File: src/sv/sbr_pkg.sv
// Shared constants, types and state encoding for the stream byte reassembler.
package sbr_pkg;

    localparam int CAPACITY   = 64;
    localparam int RING_DEPTH = 64;
    localparam int SLOT_W     = $clog2(RING_DEPTH);
    localparam int CNT_W      = 7;
    localparam int IDX_W      = 32;
    localparam int BYTE_W     = 8;

    typedef enum logic [2:0] {
        ST_IDLE  = 3'b001,
        ST_DRAIN = 3'b010,
        ST_FLUSH = 3'b100
    } state_t;

    typedef struct packed {
        logic [BYTE_W-1:0] out_byte;
        logic              out_valid;
        logic              stream_end;
        logic              last;
    } result_t;

endpackage

File: src/sv/stream_byte_reassembler.sv
// Top level: out-of-order byte stream reassembler with ring store and in-order drain.
// Each input item carries at most one byte and its absolute stream index. A byte is kept
// when its index lies in [next index, min(read total, next index) + CAPACITY); it goes to
// the ring slot index mod 64, and a byte already held in that slot wins over a duplicate.
// Bytes are delivered strictly in order as soon as the byte at the next index is present,
// one item per byte; last marks the final item an input caused, and stream_end is set on
// it when eof has been seen and nothing stays pending. With eof seen, nothing pending and
// no byte to deliver, one item with out_valid low and stream_end high is sent. After the
// end of stream, input items are still taken but ignored. Timing: an input item is taken
// in ST_IDLE; in the next cycle the block checks the slot at the next index, and that
// check shares its cycle with the first read, so contiguous bytes drain at one per cycle
// through the single read port of the ring RAM (registered read) while the result
// channel keeps up; after the last read, ST_FLUSH waits until the final byte has moved
// to the output register. No new input item is taken before the block is back in
// ST_IDLE. Slot valid marks are flip-flops cleared by reset, so the block is ready right
// after reset with no clearing pass.
module stream_byte_reassembler (
    input  logic                        aclk,
    input  logic                        aresetn,
    // input channel
    input  logic                        s_valid,
    output logic                        s_ready,
    input  logic                        s_has_byte,
    input  logic [sbr_pkg::IDX_W-1:0]   s_stream_index,
    input  logic [sbr_pkg::BYTE_W-1:0]  s_data_byte,
    input  logic                        s_eof,
    input  logic [sbr_pkg::IDX_W-1:0]   s_consumer_read_total,
    // result channel
    output logic                        m_valid,
    input  logic                        m_ready,
    output logic [sbr_pkg::BYTE_W-1:0]  m_out_byte,
    output logic                        m_out_valid,
    output logic                        m_stream_end,
    output logic                        m_last
);

    // control state
    sbr_pkg::state_t                  state_reg, state_next;
    logic [sbr_pkg::RING_DEPTH-1:0]   valid_reg, valid_next;
    logic [sbr_pkg::IDX_W-1:0]        next_index_reg, next_index_next;
    logic [sbr_pkg::CNT_W-1:0]        pending_reg, pending_next;
    logic                             eof_reg, eof_next;
    logic                             done_reg, done_next;
    // read in flight / RAM data waiting for the output register
    logic                             hold_reg, hold_next;
    logic                             hold_last_reg, hold_last_next;
    logic                             hold_end_reg, hold_end_next;

    logic                             accept;
    logic [sbr_pkg::IDX_W-1:0]        rd_clamped;
    logic [sbr_pkg::IDX_W:0]          limit;
    logic                             in_window;
    logic [sbr_pkg::SLOT_W-1:0]       wr_slot;
    logic                             ram_we;
    logic [sbr_pkg::SLOT_W-1:0]       cur_slot;
    logic [sbr_pkg::SLOT_W-1:0]       succ_slot;
    logic                             ram_re;
    logic [sbr_pkg::BYTE_W-1:0]       ram_rd_data;
    logic                             out_free;
    logic                             move;
    logic                             can_issue;
    logic                             empty_load;
    logic                             out_load;
    sbr_pkg::result_t                 out_data;
    logic                             issue_last;

    assign s_ready = (state_reg == sbr_pkg::ST_IDLE);
    assign accept  = s_valid && s_ready;

    // window check: read total clamped to next index, bound computed one bit wider
    assign rd_clamped = (s_consumer_read_total > next_index_reg) ? next_index_reg
                                                                 : s_consumer_read_total;
    assign limit      = {1'b0, rd_clamped} + (sbr_pkg::IDX_W+1)'(sbr_pkg::CAPACITY);
    assign in_window  = (s_stream_index >= next_index_reg)
                     && ({1'b0, s_stream_index} < limit);
    assign wr_slot    = s_stream_index[sbr_pkg::SLOT_W-1:0];
    assign ram_we     = accept && !done_reg && s_has_byte && in_window && !valid_reg[wr_slot];

    assign cur_slot   = next_index_reg[sbr_pkg::SLOT_W-1:0];
    assign succ_slot  = cur_slot + sbr_pkg::SLOT_W'(1);

    assign move       = hold_reg && out_free;
    assign can_issue  = !hold_reg || move;
    assign issue_last = !valid_reg[succ_slot];

    always_comb begin
        state_next      = state_reg;
        valid_next      = valid_reg;
        next_index_next = next_index_reg;
        pending_next    = pending_reg;
        eof_next        = eof_reg;
        done_next       = done_reg;
        hold_next       = hold_reg;
        hold_last_next  = hold_last_reg;
        hold_end_next   = hold_end_reg;
        ram_re          = 1'b0;
        empty_load      = 1'b0;

        if (move) begin
            hold_next = 1'b0;
        end

        case (state_reg)
            sbr_pkg::ST_IDLE: begin
                if (accept && !done_reg) begin
                    if (ram_we) begin
                        valid_next[wr_slot] = 1'b1;
                        pending_next        = pending_reg + sbr_pkg::CNT_W'(1);
                    end
                    if (s_eof) begin
                        eof_next = 1'b1;
                    end
                    state_next = sbr_pkg::ST_DRAIN;
                end
            end
            sbr_pkg::ST_DRAIN: begin
                if (valid_reg[cur_slot]) begin
                    if (can_issue) begin
                        ram_re               = 1'b1;
                        valid_next[cur_slot] = 1'b0;
                        pending_next         = pending_reg - sbr_pkg::CNT_W'(1);
                        next_index_next      = next_index_reg + sbr_pkg::IDX_W'(1);
                        hold_next            = 1'b1;
                        hold_last_next       = issue_last;
                        hold_end_next        = issue_last && eof_reg
                                            && (pending_reg == sbr_pkg::CNT_W'(1));
                        if (issue_last) begin
                            if (eof_reg && (pending_reg == sbr_pkg::CNT_W'(1))) begin
                                done_next = 1'b1;
                            end
                            state_next = sbr_pkg::ST_FLUSH;
                        end
                    end
                end else if (eof_reg && (pending_reg == '0)) begin
                    // end of stream with no byte to deliver: a lone end marker
                    if (out_free) begin
                        empty_load = 1'b1;
                        done_next  = 1'b1;
                        state_next = sbr_pkg::ST_IDLE;
                    end
                end else begin
                    state_next = sbr_pkg::ST_IDLE;
                end
            end
            sbr_pkg::ST_FLUSH: begin
                if (!hold_reg || move) begin
                    state_next = sbr_pkg::ST_IDLE;
                end
            end
            default: begin
                state_next = sbr_pkg::ST_IDLE;
            end
        endcase
    end

    always_ff @(posedge aclk) begin
        if (!aresetn) begin
            state_reg      <= sbr_pkg::ST_IDLE;
            valid_reg      <= '0;
            next_index_reg <= '0;
            pending_reg    <= '0;
            eof_reg        <= 1'b0;
            done_reg       <= 1'b0;
            hold_reg       <= 1'b0;
        end else begin
            state_reg      <= state_next;
            valid_reg      <= valid_next;
            next_index_reg <= next_index_next;
            pending_reg    <= pending_next;
            eof_reg        <= eof_next;
            done_reg       <= done_next;
            hold_reg       <= hold_next;
        end
    end

    always_ff @(posedge aclk) begin
        hold_last_reg <= hold_last_next;
        hold_end_reg  <= hold_end_next;
    end

    // ring byte store
    sbr_ram #(
        .WIDTH (sbr_pkg::BYTE_W),
        .DEPTH (sbr_pkg::RING_DEPTH)
    ) u_ring (
        .aclk    (aclk),
        .wr_en   (ram_we),
        .wr_addr (wr_slot),
        .wr_data (s_data_byte),
        .rd_en   (ram_re),
        .rd_addr (cur_slot),
        .rd_data (ram_rd_data)
    );

    // result item: RAM byte in flight, or the lone end marker
    assign out_load = move || empty_load;
    always_comb begin
        if (move) begin
            out_data.out_byte   = ram_rd_data;
            out_data.out_valid  = 1'b1;
            out_data.stream_end = hold_end_reg;
            out_data.last       = hold_last_reg;
        end else begin
            out_data.out_byte   = '0;
            out_data.out_valid  = 1'b0;
            out_data.stream_end = 1'b1;
            out_data.last       = 1'b1;
        end
    end

    sbr_out_reg u_out (
        .aclk         (aclk),
        .aresetn      (aresetn),
        .load         (out_load),
        .load_data    (out_data),
        .free         (out_free),
        .m_valid      (m_valid),
        .m_ready      (m_ready),
        .m_out_byte   (m_out_byte),
        .m_out_valid  (m_out_valid),
        .m_stream_end (m_stream_end),
        .m_last       (m_last)
    );

    // pending count tracks the number of marked slots
    a_pending_matches: assert property (@(posedge aclk) disable iff (!aresetn)
        pending_reg == sbr_pkg::CNT_W'($countones(valid_reg)))
        else $error("pending count out of step with slot marks");

    // a new item is only taken with no byte in flight
    a_idle_no_hold: assert property (@(posedge aclk) disable iff (!aresetn)
        s_ready |-> !hold_reg)
        else $error("input taken while a drained byte is in flight");

    // ring reads only hit marked slots
    a_read_marked: assert property (@(posedge aclk) disable iff (!aresetn)
        ram_re |-> valid_reg[cur_slot])
        else $error("read of an unmarked ring slot");

    // end of stream is sticky
    a_done_sticky: assert property (@(posedge aclk) disable iff (!aresetn)
        done_reg |=> done_reg)
        else $error("end of stream flag dropped");

    // no writes into the ring once the stream has ended
    a_no_write_after_end: assert property (@(posedge aclk) disable iff (!aresetn)
        done_reg |-> !ram_we)
        else $error("ring written after end of stream");

endmodule

File: src/sv/sbr_ram.sv
// Generic single-write, single-read RAM with registered read data.
module sbr_ram #(
    parameter int WIDTH = 8,
    parameter int DEPTH = 64
) (
    input  logic                     aclk,
    input  logic                     wr_en,
    input  logic [$clog2(DEPTH)-1:0] wr_addr,
    input  logic [WIDTH-1:0]         wr_data,
    input  logic                     rd_en,
    input  logic [$clog2(DEPTH)-1:0] rd_addr,
    output logic [WIDTH-1:0]         rd_data
);

    logic [WIDTH-1:0] mem [DEPTH];
    logic [WIDTH-1:0] rd_data_reg;

    always_ff @(posedge aclk) begin
        if (wr_en) begin
            mem[wr_addr] <= wr_data;
        end
        if (rd_en) begin
            rd_data_reg <= mem[rd_addr];
        end
    end

    assign rd_data = rd_data_reg;

endmodule

File: src/sv/sbr_out_reg.sv
// Output register of the result channel.
module sbr_out_reg (
    input  logic                        aclk,
    input  logic                        aresetn,
    input  logic                        load,
    input  sbr_pkg::result_t            load_data,
    output logic                        free,
    output logic                        m_valid,
    input  logic                        m_ready,
    output logic [sbr_pkg::BYTE_W-1:0]  m_out_byte,
    output logic                        m_out_valid,
    output logic                        m_stream_end,
    output logic                        m_last
);

    logic             valid_reg;
    logic             valid_next;
    sbr_pkg::result_t data_reg;

    // free when empty or being taken this cycle
    assign free = !valid_reg || m_ready;

    always_comb begin
        valid_next = valid_reg;
        if (load) begin
            valid_next = 1'b1;
        end else if (m_ready) begin
            valid_next = 1'b0;
        end
    end

    always_ff @(posedge aclk) begin
        if (!aresetn) begin
            valid_reg <= 1'b0;
        end else begin
            valid_reg <= valid_next;
        end
    end

    always_ff @(posedge aclk) begin
        if (load) begin
            data_reg <= load_data;
        end
    end

    assign m_valid      = valid_reg;
    assign m_out_byte   = data_reg.out_byte;
    assign m_out_valid  = data_reg.out_valid;
    assign m_stream_end = data_reg.stream_end;
    assign m_last       = data_reg.last;

endmodule
File: config.mk
export PLATFORM = sky130hd
export DESIGN_NAME = stream_byte_reassembler
export DESIGN_NICKNAME = d
export VERILOG_FILES = /design/src/sv/sbr_pkg.sv /design/src/sv/stream_byte_reassembler.sv /design/src/sv/sbr_ram.sv /design/src/sv/sbr_out_reg.sv
export SDC_FILE = /design/constraint.sdc
export NUM_CORES = 1
export LEC_CHECK = 0
export BUFFER_PORTS_ARGS = -buffer_cell sky130_fd_sc_hd__buf_2
export CAP_MARGIN = 20
export CELL_PAD_IN_SITES_DETAIL_PLACEMENT = 1
export CELL_PAD_IN_SITES_GLOBAL_PLACEMENT = 1
export CORE_MARGIN = 2
export CORE_UTILIZATION = 52
export CTS_BUF_LIST = sky130_fd_sc_hd__clkbuf_16
export DETAILED_ROUTE_END_ITERATION = 12
export PLACE_DENSITY_LB_ADDON = 0.25
export SYNTH_ARGS = -nofsm -noshare
export SYNTH_HDL_FRONTEND = slang
export SYNTH_SLANG_ARGS = --single-unit
File: constraint.sdc
create_clock -name aclk -period 10.5 [get_ports aclk]
set_input_delay 1.575 -clock aclk [delete_from_list [all_inputs] [get_ports aclk]]
set_output_delay 1.575 -clock aclk [all_outputs]
set_load 0.05 [all_outputs]
* After elaboration in Yosys (flattened, before gate mapping) *
Memory sizes are Yosys's and may differ from the RTL's. A register that Yosys moved wholly into a read port is not among the register bits.
Cells that the tools add are included.

cells by class
  $add $sub $neg = 5
  magnitude comparators = 8
  equality and inequality tests = 15
  mux-type cells = 51
  bitwise logic cells = 3
  reduce and logical (&&, ||, !) cells = 31

operators by type and width
  operator               count
  $mux 64                4
  $pmux 64 s2            1
  $and 64x64->64         1
  $not 64->64            1
  $or 64x64->64          1
  $add 32x7->33 const B  1
  $lt 32x33->1           1
  $add 32x1->32 const B  1
  $ge 32x32->1           1
  $gt 32x32->1           1
  $mux 32                1
  $mux 7                 4
  $mux 1                 26
  $mux 3                 8
  $lt 6x7->1 const B     3
  $bmux 1 s6             3
  $pmux 7 s2             1
  $logic_and 1x1->1      13
  $demux 1 s6            2
  $ge 6x1->1 const B     2
  $ne 2x2->1 const B     5
  $reduce_and 5->1       2
  $pmux 3 s3             1
  $reduce_bool 2->1      4
  other kinds (15)       25

storage, ports and cells
  flip-flop bits (word level) = 123
  bits in writable memories = 512
  output and inout bits = 13
  memories kept = 1

memory list
  memory      depth  bits a word  rd ports  clocked after memory_dff  wr ports  line           text
  u_ring.mem  64     8            1         1                         1         sbr_ram.sv:15  logic [WIDTH-1:0] mem [DEPTH];

* Longest topological paths before layout *
Gate-level depths: netlist of run 1.

  depth after elaboration = 10
  mapped depth = 33
  mapped depth without buffers = 27

* Hierarchy *
A second synthesis of run 1 with hierarchy kept.

second synthesis, totals
  cells, all modules = 2202
  area total of the unflattened synthesis = 30809.5 µm²

by module, submodules not included
  module                   instances  cells each  area an instance (µm²)
  sbr_ram                  1          940         20246.9
  stream_byte_reassembler  1          1247        10183.5
  sbr_out_reg              1          15          379.1

* Least setup slack after synthesis of run 1 *
OpenSTA, ideal clock, no wires.

  kind = input port to flip-flop
  start = in s_consumer_read_total[31] (netlist bit)
  end = mem u_ring.mem[25][0] (enable)
  arrival time = 7.755 ns
  required time = 10.117 ns
  path slack = 2.362 ns
  stages = 28
  buffers on the path = 3
  cell sequence = ha_1 -> nand4_1 -> nor4_2 -> nor2b_1 -> a22o_1 -> buf_2 -> buf_1 -> mux2_2 -> ha_1 -> nand2_1 -> nor3_1 -> nand3_1 -> or3_1 -> mux2_2 -> or3_1 -> a21oi_1 -> a21oi_1 -> ha_1 -> a21o_1 -> a21oi_1 -> o221ai_1 -> o21ai_0 -> o21ai_0 -> a21o_1 -> o21ai_1 -> nand3_1 -> clkbuf_1 -> nor3_1

on the way
  cells in the longest elaborated chain, start to end = 9

RTL lines
  what                              line                           text
  from (decl)                       stream_byte_reassembler.sv:27  input logic [sbr_pkg::IDX_W-1:0] s_consumer_read_total,
  $gt 32x32->1                      stream_byte_reassembler.sv:71  assign rd_clamped = (s_consumer_read_total > next_index_reg) ? next_index_reg
  $mux 32 *                         stream_byte_reassembler.sv:71
  $add 32x7->33 *                   stream_byte_reassembler.sv:73  assign limit = {1'b0, rd_clamped} + (sbr_pkg::IDX_W+1)'(sbr_pkg::CAPACITY);
  $lt 32x33->1 *                    stream_byte_reassembler.sv:75  && ({1'b0, s_stream_index} < limit);
  $logic_and 1x1->1 *               stream_byte_reassembler.sv:75
  $logic_and 1x1->1 * (2 in a row)  stream_byte_reassembler.sv:77  assign ram_we = accept && !done_reg && s_has_byte && in_window && !valid_reg[wr_slot];
  $mux 1 *                          sbr_ram.sv:19                  if (wr_en) begin
  $mux 1 (implied by the code) *    sbr_ram.sv:20                  mem[wr_addr] <= wr_data;
  to (decl)                         sbr_ram.sv:15

Mark *: on every way between the ends. The rest lies on a longest branch, timed or not.

* Worst setup path after layout of run 1 *
  start = in s_consumer_read_total[29] (netlist bit)
  end = mem u_ring.mem[24][4] (enable)

The elaborated chain is that of the path after synthesis.

==> impl_metrics.json, run 1 <==
{
  "max_freq_ghz": 0.117,
  "slowest_stage": "nor4_2",
  "grt_max_degree": 65,
  "syn_inst": 2330,
  "dp_hpwl_mm": 66.5,
  "grt_pass1_wl_mm": 152,
  "largest_reg_flops": 512,
  "hold_viol": 0,
  "worstSkewPairLatency_ns": 0.64,
  "met2_usage_pct": 54.9,
  "die_y_um": 243,
  "finish.net_count": 2611,
  "clock_path_buffers": 3,
  "die_x_um": 243,
  "cp_slowest_stage_delay_ns": 0.65,
  "port_buffers": 90,
  "total_power_mw": 5.57,
  "first_pass_iters": 6,
  "ys_ff_latch": 643,
  "ant_nets": 0,
  "finClkSkew_ns": 0.0346,
  "cellLeakagePower_nw": 11.0,
  "numCtsBuffers": 68,
  "syn_area_per_cell_um2": 12.8,
  "pwr-share-comb_pct": 4.7,
  "postCtsSetupBuffers": 0,
  "core-area_um2": 56500,
  "grt_overflow": 0,
  "ir_drop_mv": 0.178,
  "ctsHtreeMaxLevel": 3,
  "fin_crit_ns": 8.55,
  "cts-hold-fix-buffers": 0,
  "grt-busiest-layer": "met2",
  "rows": 87,
  "switching_share_pct": 23.0,
  "vias": 22623,
  "area_growth_pct": 13.0,
  "clock-sinks": 643,
  "cp.required_ns": 10.75,
  "syn_area_um2": 29700,
  "yosys_most_used_dff": "edfxtp_1",
  "synth_edf_count": 533,
  "clk_pin_slew_worst_paths_ns": 0.06,
  "slew_viol_final": 0,
  "dp_slack_ns": 1.26,
  "power.internal_mw": 4.29,
  "p_seq_share_pct": 49.5,
  "ys_seq_area_share_pct": 61.2,
  "worstSetupStartpointType": "input pin",
  "use_met3_pct": 6.58,
  "p_per_area_nw_per_um2": 166,
  "r2r_cells": 28,
  "wire_per_inst_um": 31.6,
  "place.gp.congestion": 0.984,
  "rsz0062_at_grt": "false",
  "hold_path.class": "register to register",
  "mostFrequentLayoutCells": "533 x edfxtp_1, 211 x a22oi_1, 163 x nor2_1, 117 x nand2_1, 109 x dfxtp_1",
  "cts_root_buf": "clkbuf_16",
  "initial_core_util_pct": 52.7,
  "post_cts_resized": 0,
  "critPathMaxFanout": 41,
  "ios": 91,
  "worst_slew_pin_slew_ns": 1.18,
  "slew_headroom_pct": 21.4,
  "antenna_found_initial": 0,
  "grt_pass1_vias": 22741,
  "path_buf_inv": 2,
  "drc": 0,
  "yosys.area.top_type": "edfxtp_1",
  "setup_tns_ns": 0,
  "end_kind": "register",
  "clkPwrFrac_pct": 45.7,
  "async_flop_share_pct": 0,
  "critical_path_depth": 27,
  "netlist.area_leader.share_pct": 53.8,
  "viasPerCell": 6.97,
  "drt_wl_total_mm": 102,
  "crit_type": "input pin to register",
  "cp.arrival_ns": 8.80,
  "status": "finished, final reports clean",
  "maxCapViolations": 0,
  "crit_family": "simple AND/OR/NAND/NOR gates",
  "fin_ws_ns": 1.95,
  "netlist_top_cells_area": "edfxtp_1 54%, dfxtp_1 7.4%, a22oi_1 5.3%",
  "final_common_cell": "edfxtp_1",
  "syn-num-nets": 2509,
  "drt-initial-drc-count": 3170,
  "synth.distinct_cells": 76,
  "groute.usage.overall_pct": 34.5,
  "cts_tree": "built",
  "power.switching_mw": 1.28,
  "setup_viol": 0,
  "period_share_pct": 81.5,
  "use_met1_pct": 46.1,
  "whs_path_depth": 2,
  "final_layout_size_suffix_gt1_share_pct": 15.0,
  "die-area_um2": 59100,
  "synth_warnings": 0
}
-- power groups by stage --
| stage | registers (mW) | clock network, mW | logic (mW) |
|---|---|---|---|
| after floorplan | 2.82 | 0 | 0.129 |
| after global placement | 2.81 | 0 | 0.249 |
| after detailed placement | 2.81 | 0 | 0.257 |
| after CTS | 2.76 | 2.56 | 0.259 |
| after global routing | 2.76 | 2.64 | 0.284 |
| final | 2.76 | 2.55 | 0.264 |
-- cell families (layout without fill, tap and decap cells) --
group,Yosys count,count (layout),synth area share [%]
mux,94,94,4.82
fa+ha+maj,101,101,4.25
xor+xnor,73,73,2.15
compound gates,588,588,14.4
simple gates,624,624,10.3
buf+inv,207,365,2.82
other cells,0,1,0
flops,643,643,61.2
-- worst register-to-register path: cells and delay by family (launching register included) --
| kind | cells | cell delay, ns |
|---|---|---|
| compound gates | 10 | 1.91 |
| fa+ha+maj | 3 | 0.93 |
| buf+inv | 3 | 1.40 |
| flops | 1 | 0.31 |
| mux | 2 | 0.61 |
| simple gates | 10 | 2.98 |
-- metrics by stage --
stage	cell area [um2]	cells	hold slack [ns]	util, %
CTS	33400	3221	0.468	59.2
global route	33600	3244	0.510	59.5
floorplan	29700	2330	0.430	-
global placement	31100	3095	0.447	55.0
detailed placement	31100	3095	0.459	55.0
finish	33600	3245	0.469	59.5
-- cell usage after synthesis (12+ instances only) --
library cell  number
a211oi_1          17
a21oi_1           65
a221oi_1          37
a22o_1            34
a22oi_1          211
a31oi_1           44
a41oi_1           22
and3_1            19
buf_1             24
buf_2             16
clkbuf_1          97
dfxtp_1          110
edfxtp_1         533
ha_1             101
inv_1             58
mux2_2            13
mux2i_1           43
mux4_2            38
nand2_1          117
nand2b_1          12
nand3_1           59
nand4_1           76
nor2_1           167
nor2b_1           18
nor3_1            86
nor3b_1           15
o211ai_1          12
o21ai_0           60
o221a_2           13
xnor2_1           66
-- layer usage --
metal / part of all wire (%) / vias to the layer above
met5: 0 / -
met4: 5.0 / 0
met3: 9.2 / 311
met2: 47 / 1416
met1: 39 / 11452
li1: - / 9444
-- layout make-up --
class	instances	area (um2)
antenna	1	2.50
clock buffer	68	1700
clock inverter	58	652
fill	5515	22900
inverter	61	229
multi-input combinational	1480	10800
sequential	643	18200
tap	756	946
timing repair buffer	178	1110
-- path summary, 6_finish.rpt --
| check | startpoint | endpoint | slack, ns |
|---|---|---|---|
| worst max-delay path | s_consumer_read_total[29] | u_ring.mem[24][4] | 1.95 |
| worst min-delay path | done_reg | done_reg | 0.47 |
| worst max register to register | next_index_reg[2] | u_ring.mem[24][4] | 1.98 |
| worst min register to register | done_reg | done_reg | 0.47 |
(Power assumes the default switching activity.)
==> inputs of run 2 (changes only) <==
Settings changed: CORE_UTILIZATION 52 to 47.
Clock period 10.5 ns to 7.1 ns, I/O delays scaled along.
==> run 2 against run 1 <==
Net effect:
- core utilization shrank 3.3 points
- clock power increased by 40%
- design area increased by 5.1%
- critical path depth up 3
==> impl_metrics.json, run 2 (synthesized netlist as in run 1, its figures left out) <==
{
  "finish.net_count": 2751,
  "rows": 92,
  "final_layout_size_suffix_gt1_share_pct": 21.8,
  "die_x_um": 256,
  "placedInstanceArea_um2": 32900,
  "end_kind": "register",
  "r2r_cells": 30,
  "place.gp.congestion": 0.958,
  "cp_common_cell": "buf_4",
  "cts_tree": "built",
  "final_common_cell": "edfxtp_1",
  "cellLeakagePower_nw": 11.9,
  "ant_nets": 0,
  "mostFrequentLayoutCells": "533 x edfxtp_1, 211 x a22oi_1, 208 x buf_4, 142 x nor2_1, 115 x nand2_1",
  "crit_type": "register to register",
  "fin_ws_ns": 0.363,
  "grt_pass1_vias": 23441,
  "groute.usage.overall_pct": 31.8,
  "slew_viol_final": 0,
  "postLayoutCellArea_um2": 35300,
  "worst_slew_pin_slew_ns": 1.21,
  "wire_per_inst_um": 30.4,
  "finClkSkew_ns": 0.0258,
  "cp.required_ns": 7.44,
  "dp_hpwl_mm": 69.4,
  "critical_path_depth": 30,
  "antenna_found_initial": 2,
  "core-area_um2": 62900,
  "drt-initial-drc-count": 2360,
  "dp_cells": 3338,
  "slowest_stage": "nor4_4",
  "largest_reg_flops": 512,
  "setup_tns_ns": 0,
  "worstSetupStartpointType": "register",
  "cp_slowest_stage_delay_ns": 0.43,
  "grt_pass1_wl_mm": 156,
  "path_buf_inv": 6,
  "maxCapViolations": 0,
  "crit_family": "simple AND/OR/NAND/NOR gates",
  "cp.arrival_ns": 7.07,
  "grt_max_degree": 65,
  "p_per_area_nw_per_um2": 229,
  "fin_crit_ns": 6.74,
  "cts_root_buf": "clkbuf_16",
  "die_y_um": 256,
  "whs_path_depth": 2,
  "ir_drop_mv": 0.337,
  "dp_slack_ns": -0.694,
  "hold_path.class": "register to register",
  "max_freq_ghz": 0.148,
  "grt_overflow": 0,
  "antenna_cells": 0,
  "critPathMaxFanout": 7,
  "die-area_um2": 65300,
  "viasPerCell": 6.59,
  "drt_wl_total_mm": 105,
  "area_growth_pct": 18.7,
  "status": "finished, final reports clean",
  "ctsHtreeMaxLevel": 3,
  "first_pass_iters": 5,
  "worstSkewPairLatency_ns": 0.63,
  "vias": 22880,
  "drc": 0,
  "clk_pin_slew_worst_paths_ns": 0.06,
  "hold_viol": 0,
  "port_buffers": 90,
  "ios": 91,
  "setup_viol": 0,
  "clock_path_buffers": 3,
  "period_share_pct": 94.9,
  "clock-sinks": 643,
  "initial_core_util_pct": 47.3,
  "slew_headroom_pct": 19.3,
  "fin_cells": 3470,
  "numCtsBuffers": 69
}
run 2: cell count changes in the layout (fill, tap and decap cells not counted), moves of 7 or more:
cell,delta
buf_4,+141
nor3_1,-37
nor2_1,-21
nor3_4,+20
buf_12,+17
nor3_2,+17
nor2_2,+14
clkbuf_4,-10
buf_2,-8
nor2_4,+7
run 2: cell type report:
cell class / instances / area, um2
clock buffer: 70 / 1750
clock inverter: 53 / 449
fill: 6285 / 27500
inverter: 61 / 229
multi-input combinational: 1480 / 11200
sequential: 643 / 18200
tap: 846 / 1060
timing repair buffer: 317 / 2390
run 2: metal layers:
layer	GRT usage [%]	wire (um)
met4	14.3	5120
met1	41.5	41000
met5	0	0
met3	5.89	8850
met2	52.0	50500
run 2: stage by stage:
stage	power, mW	hold slack [ns]	util [%]
6_report	8.09	0.476	56.2
3_3_place_gp	4.57	0.445	52.4
5_1_grt	8.27	0.500	56.2
4_1_cts	8.10	0.474	55.9
3_5_place_dp	4.59	0.464	52.4
2_1_floorplan	4.36	0.430	-
run 2: report_power, final:
group	internal [mW]	switching, mW
Clock	2.00	1.56
Combinational	0.147	0.302
Sequential	4.08	0.00226
run 2: worst reg2reg max path, delay by kind of cell, from the launching register on:
family	cells	cell delay (ns)
AND/OR/NAND/NOR	11	1.84
AO/OA/AOI/OAI	6	1.48
buffers and inverters	6	1.12
adder cells (fa/ha/maj)	3	0.85
multiplexers	3	0.58
flip-flops	1	0.40
XOR/XNOR	1	0.17
run 2: final timing paths:
check / from / end / slack (ns)
worst min-delay path: done_reg / done_reg / 0.48
worst max register to register: next_index_reg[24] / u_ring.mem[35][4] / 0.36
worst max-delay path: next_index_reg[24] / u_ring.mem[35][4] / 0.36
worst min register to register: done_reg / done_reg / 0.48
run 2: timing repair:
action / in CTS / in global routing
pin swaps: 0 / 6
hold buffers: 0 / 0
gates resized for setup: 7 / 18
setup endpoints to repair: 141 / 583
buffers inserted: 0 / 7
==> inputs of run 3 (changes only) <==
Settings changed: CORE_UTILIZATION 47 to 48, CTS_BUF_LIST sky130_fd_sc_hd__clkbuf_16 to sky130_fd_sc_hd__clkbuf_8, SETUP_SLACK_MARGIN set to 0.02, SLEW_MARGIN set to 40.
==> run 3 against run 2 <==
Net effect:
- via count up 2.8%
- clock power down 9.0%
- clock skew up 0.023 ns
- final cell count up 0.14%
- setup slack worse by 0.15 ns
- highest routed layer is now met5
- design area up 0.29%
- critical endpoint is now u_ring.mem[63][1]
- critical path type unchanged
- global-route usage up 2.0 points
- sequential cell count unchanged
- worst hold slack worse by 0.012 ns
- die area down 2.1%
==> impl_metrics.json, run 3 (synthesized netlist as in run 1, its figures left out) <==
{
  "status": "finished, final reports clean",
  "port_buffers": 90,
  "ctsHtreeMaxLevel": 3,
  "clock_path_buffers": 3,
  "grt_pass1_wl_mm": 160,
  "fin_crit_ns": 6.88,
  "die-area_um2": 64000,
  "cp.arrival_ns": 7.33,
  "largest_reg_flops": 512,
  "pwr-share-comb_pct": 5.9,
  "hold_start": "done_reg",
  "period_share_pct": 96.9,
  "mostFrequentLayoutCells": "533 x edfxtp_1, 211 x a22oi_1, 193 x buf_4, 140 x nor2_1, 115 x clkbuf_8",
  "max_freq_ghz": 0.145,
  "regToRegEndpoint": "u_ring.mem[63][1]",
  "power.internal_mw": 5.87,
  "first_pass_iters": 5,
  "cellLeakagePower_nw": 12.2,
  "switching_share_pct": 24.5,
  "r2r_cells": 29,
  "ios": 91,
  "wire_per_inst_um": 31.2,
  "slowest_stage": "a2111o_1",
  "slew_headroom_pct": 39.3,
  "p_per_area_nw_per_um2": 220,
  "drt-met1-wl_mm": 41.3,
  "path_buf_inv": 5,
  "maxCapViolations": 0,
  "place.gp.congestion": 0.972,
  "cp.required_ns": 7.55,
  "vias": 23527,
  "clock-sinks": 643,
  "r2r_slack_ns": 0.22,
  "wl_met2_mm": 50.8,
  "rows": 91,
  "worst_slew_pin_slew_ns": 0.909,
  "finClkSkew_ns": 0.0486,
  "final_core_util_pct": 57.6,
  "top_layer_used": "met5",
  "power.switching_mw": 1.91,
  "critPathMaxFanout": 11,
  "clkPwrFrac_pct": 41.6,
  "end_kind": "register",
  "cts_root_buf": "clkbuf_8",
  "grt_max_degree": 65,
  "slew_viol_final": 0,
  "hold_path.class": "register to register",
  "core-area_um2": 61500,
  "cts_tree": "built",
  "min_to": "done_reg",
  "ant_nets": 0,
  "worstSetupStartpointType": "register",
  "ir_drop_mv": 0.165,
  "die_x_um": 253,
  "setup_tns_ns": 0,
  "final_layout_size_suffix_gt1_share_pct": 23.2,
  "whs_path_depth": 2,
  "final_common_cell": "edfxtp_1",
  "cp_common_cell": "ha_1",
  "r2r-start": "next_index_reg[12]",
  "groute.usage.overall_pct": 33.8,
  "grt_pass1_vias": 24328,
  "p_seq_share_pct": 52.5,
  "drc": 0,
  "area_growth_pct": 19.1,
  "numCtsBuffers": 105,
  "finish.net_count": 2784,
  "cts-hold-fix-buffers": 0,
  "worstSkewPairLatency_ns": 0.75,
  "setup_viol": 0,
  "viasPerCell": 6.77,
  "drt_wl_total_mm": 108,
  "cp-startpoint": "next_index_reg[12]",
  "crit_family": "compound AO/OA/AOI/OAI gates",
  "postLayoutCellArea_um2": 35400,
  "crit_type": "register to register",
  "dr_wl_met3_mm": 10.3,
  "drt-initial-drc-count": 2961,
  "die_y_um": 253,
  "grt_overflow": 0,
  "antenna_found_initial": 3,
  "cp_slowest_stage_delay_ns": 0.49,
  "initial_core_util_pct": 48.4,
  "clk_pin_slew_worst_paths_ns": 0.07,
  "nFillCells": 6080,
  "dp_hpwl_mm": 69.5,
  "placedInstanceArea_um2": 32400,
  "hold_viol": 0
}
run 3: cell types whose count changed in the layout (fill, tap and decap cells not counted), moves of 3 or more:
cell | previous run | this run
clkbuf_16 | 70 | 0
nor3_4 | 20 | 38
nand2_2 | 1 | 4
nor3_2 | 19 | 5
nor3_1 | 47 | 43
nor2_2 | 16 | 6
clkinvlp_4 | 4 | 1
buf_4 | 208 | 193
buf_12 | 17 | 31
clkbuf_8 | 0 | 115
inv_1 | 68 | 90
nor2_4 | 11 | 23
run 3: worst max-delay path by stage:
| stage | to | slack [ns] | depth (start not counted) |
|---|---|---|---|
| 2_1_floorplan | u_ring.mem[41][0] | -0.02 | 27 |
| 3_3_place_gp | u_ring.mem[4][3] | -0.58 | 29 |
| 3_5_place_dp | u_ring.mem[4][0] | -0.79 | 29 |
| 4_1_cts | u_ring.mem[17][6] | -0.05 | 27 |
| 5_1_grt | u_ring.mem[47][5] | -0.007 | 29 |
| 6_report | u_ring.mem[63][1] | 0.22 | 29 |
run 3: cell type report:
cell class                 instances  area [um2]  area share (%)
antenna                            1        2.50         0.00706
clock buffer                     115        1580            4.47
clock inverter                    71         448            1.26
inverter                          61         229           0.646
multi-input combinational       1480       11400            32.3
sequential                       643       18200            51.4
tap                              790         988            2.79
timing repair buffer             314        2530            7.13
run 3: power groups by stage:
| stage | Clock, mW | Sequential (mW) | Combinational, mW |
|---|---|---|---|
| 6_report | 3.24 | 4.08 | 0.459 |
| 5_1_grt | 3.42 | 4.08 | 0.489 |
| 4_1_cts | 3.22 | 4.08 | 0.444 |
| 3_5_place_dp | 0 | 4.16 | 0.437 |
| 3_3_place_gp | 0 | 4.16 | 0.419 |
| 2_1_floorplan | 0 | 4.16 | 0.202 |
run 3: what timing repair did:
| action | 4_1_cts | 5_1_grt |
|---|---|---|
| gates cloned | 0 | 0 |
| endpoints found under the setup margin | 461 | 580 |
| resized for setup | 32 | 24 |
| setup buffers | 36 | 16 |
| pin swaps | 22 | 15 |
run 3: routing by layer:
metal / vias up / GRT usage [%]
li1: 9813 / -
met1: 11839 / 43.7
met2: 1519 / 53.9
met3: 354 / 7.25
met4: 2 / 17.4
met5: - / 0
run 3: worst reg2reg max path: cells and delay by family (launching register included):
kind / cells / cell delay [ns]
compound gates: 8 / 1.85
mux: 3 / 0.77
xor+xnor: 1 / 0.13
fa+ha+maj: 3 / 0.86
buf+inv: 5 / 0.97
flops: 1 / 0.42
simple gates: 9 / 1.61
run 3: metrics by stage:
stage | setup slack (ns) | power, mW | instances | hold WS [ns]
finish | 0.218 | 7.78 | 3475 | 0.464
global route | -0.00694 | 7.99 | 3474 | 0.494
CTS | -0.0497 | 7.75 | 3458 | 0.471
detailed placement | -0.793 | 4.60 | 3236 | 0.460
global placement | -0.578 | 4.58 | 3236 | 0.448
floorplan | -0.0190 | 4.36 | 2330 | 0.430
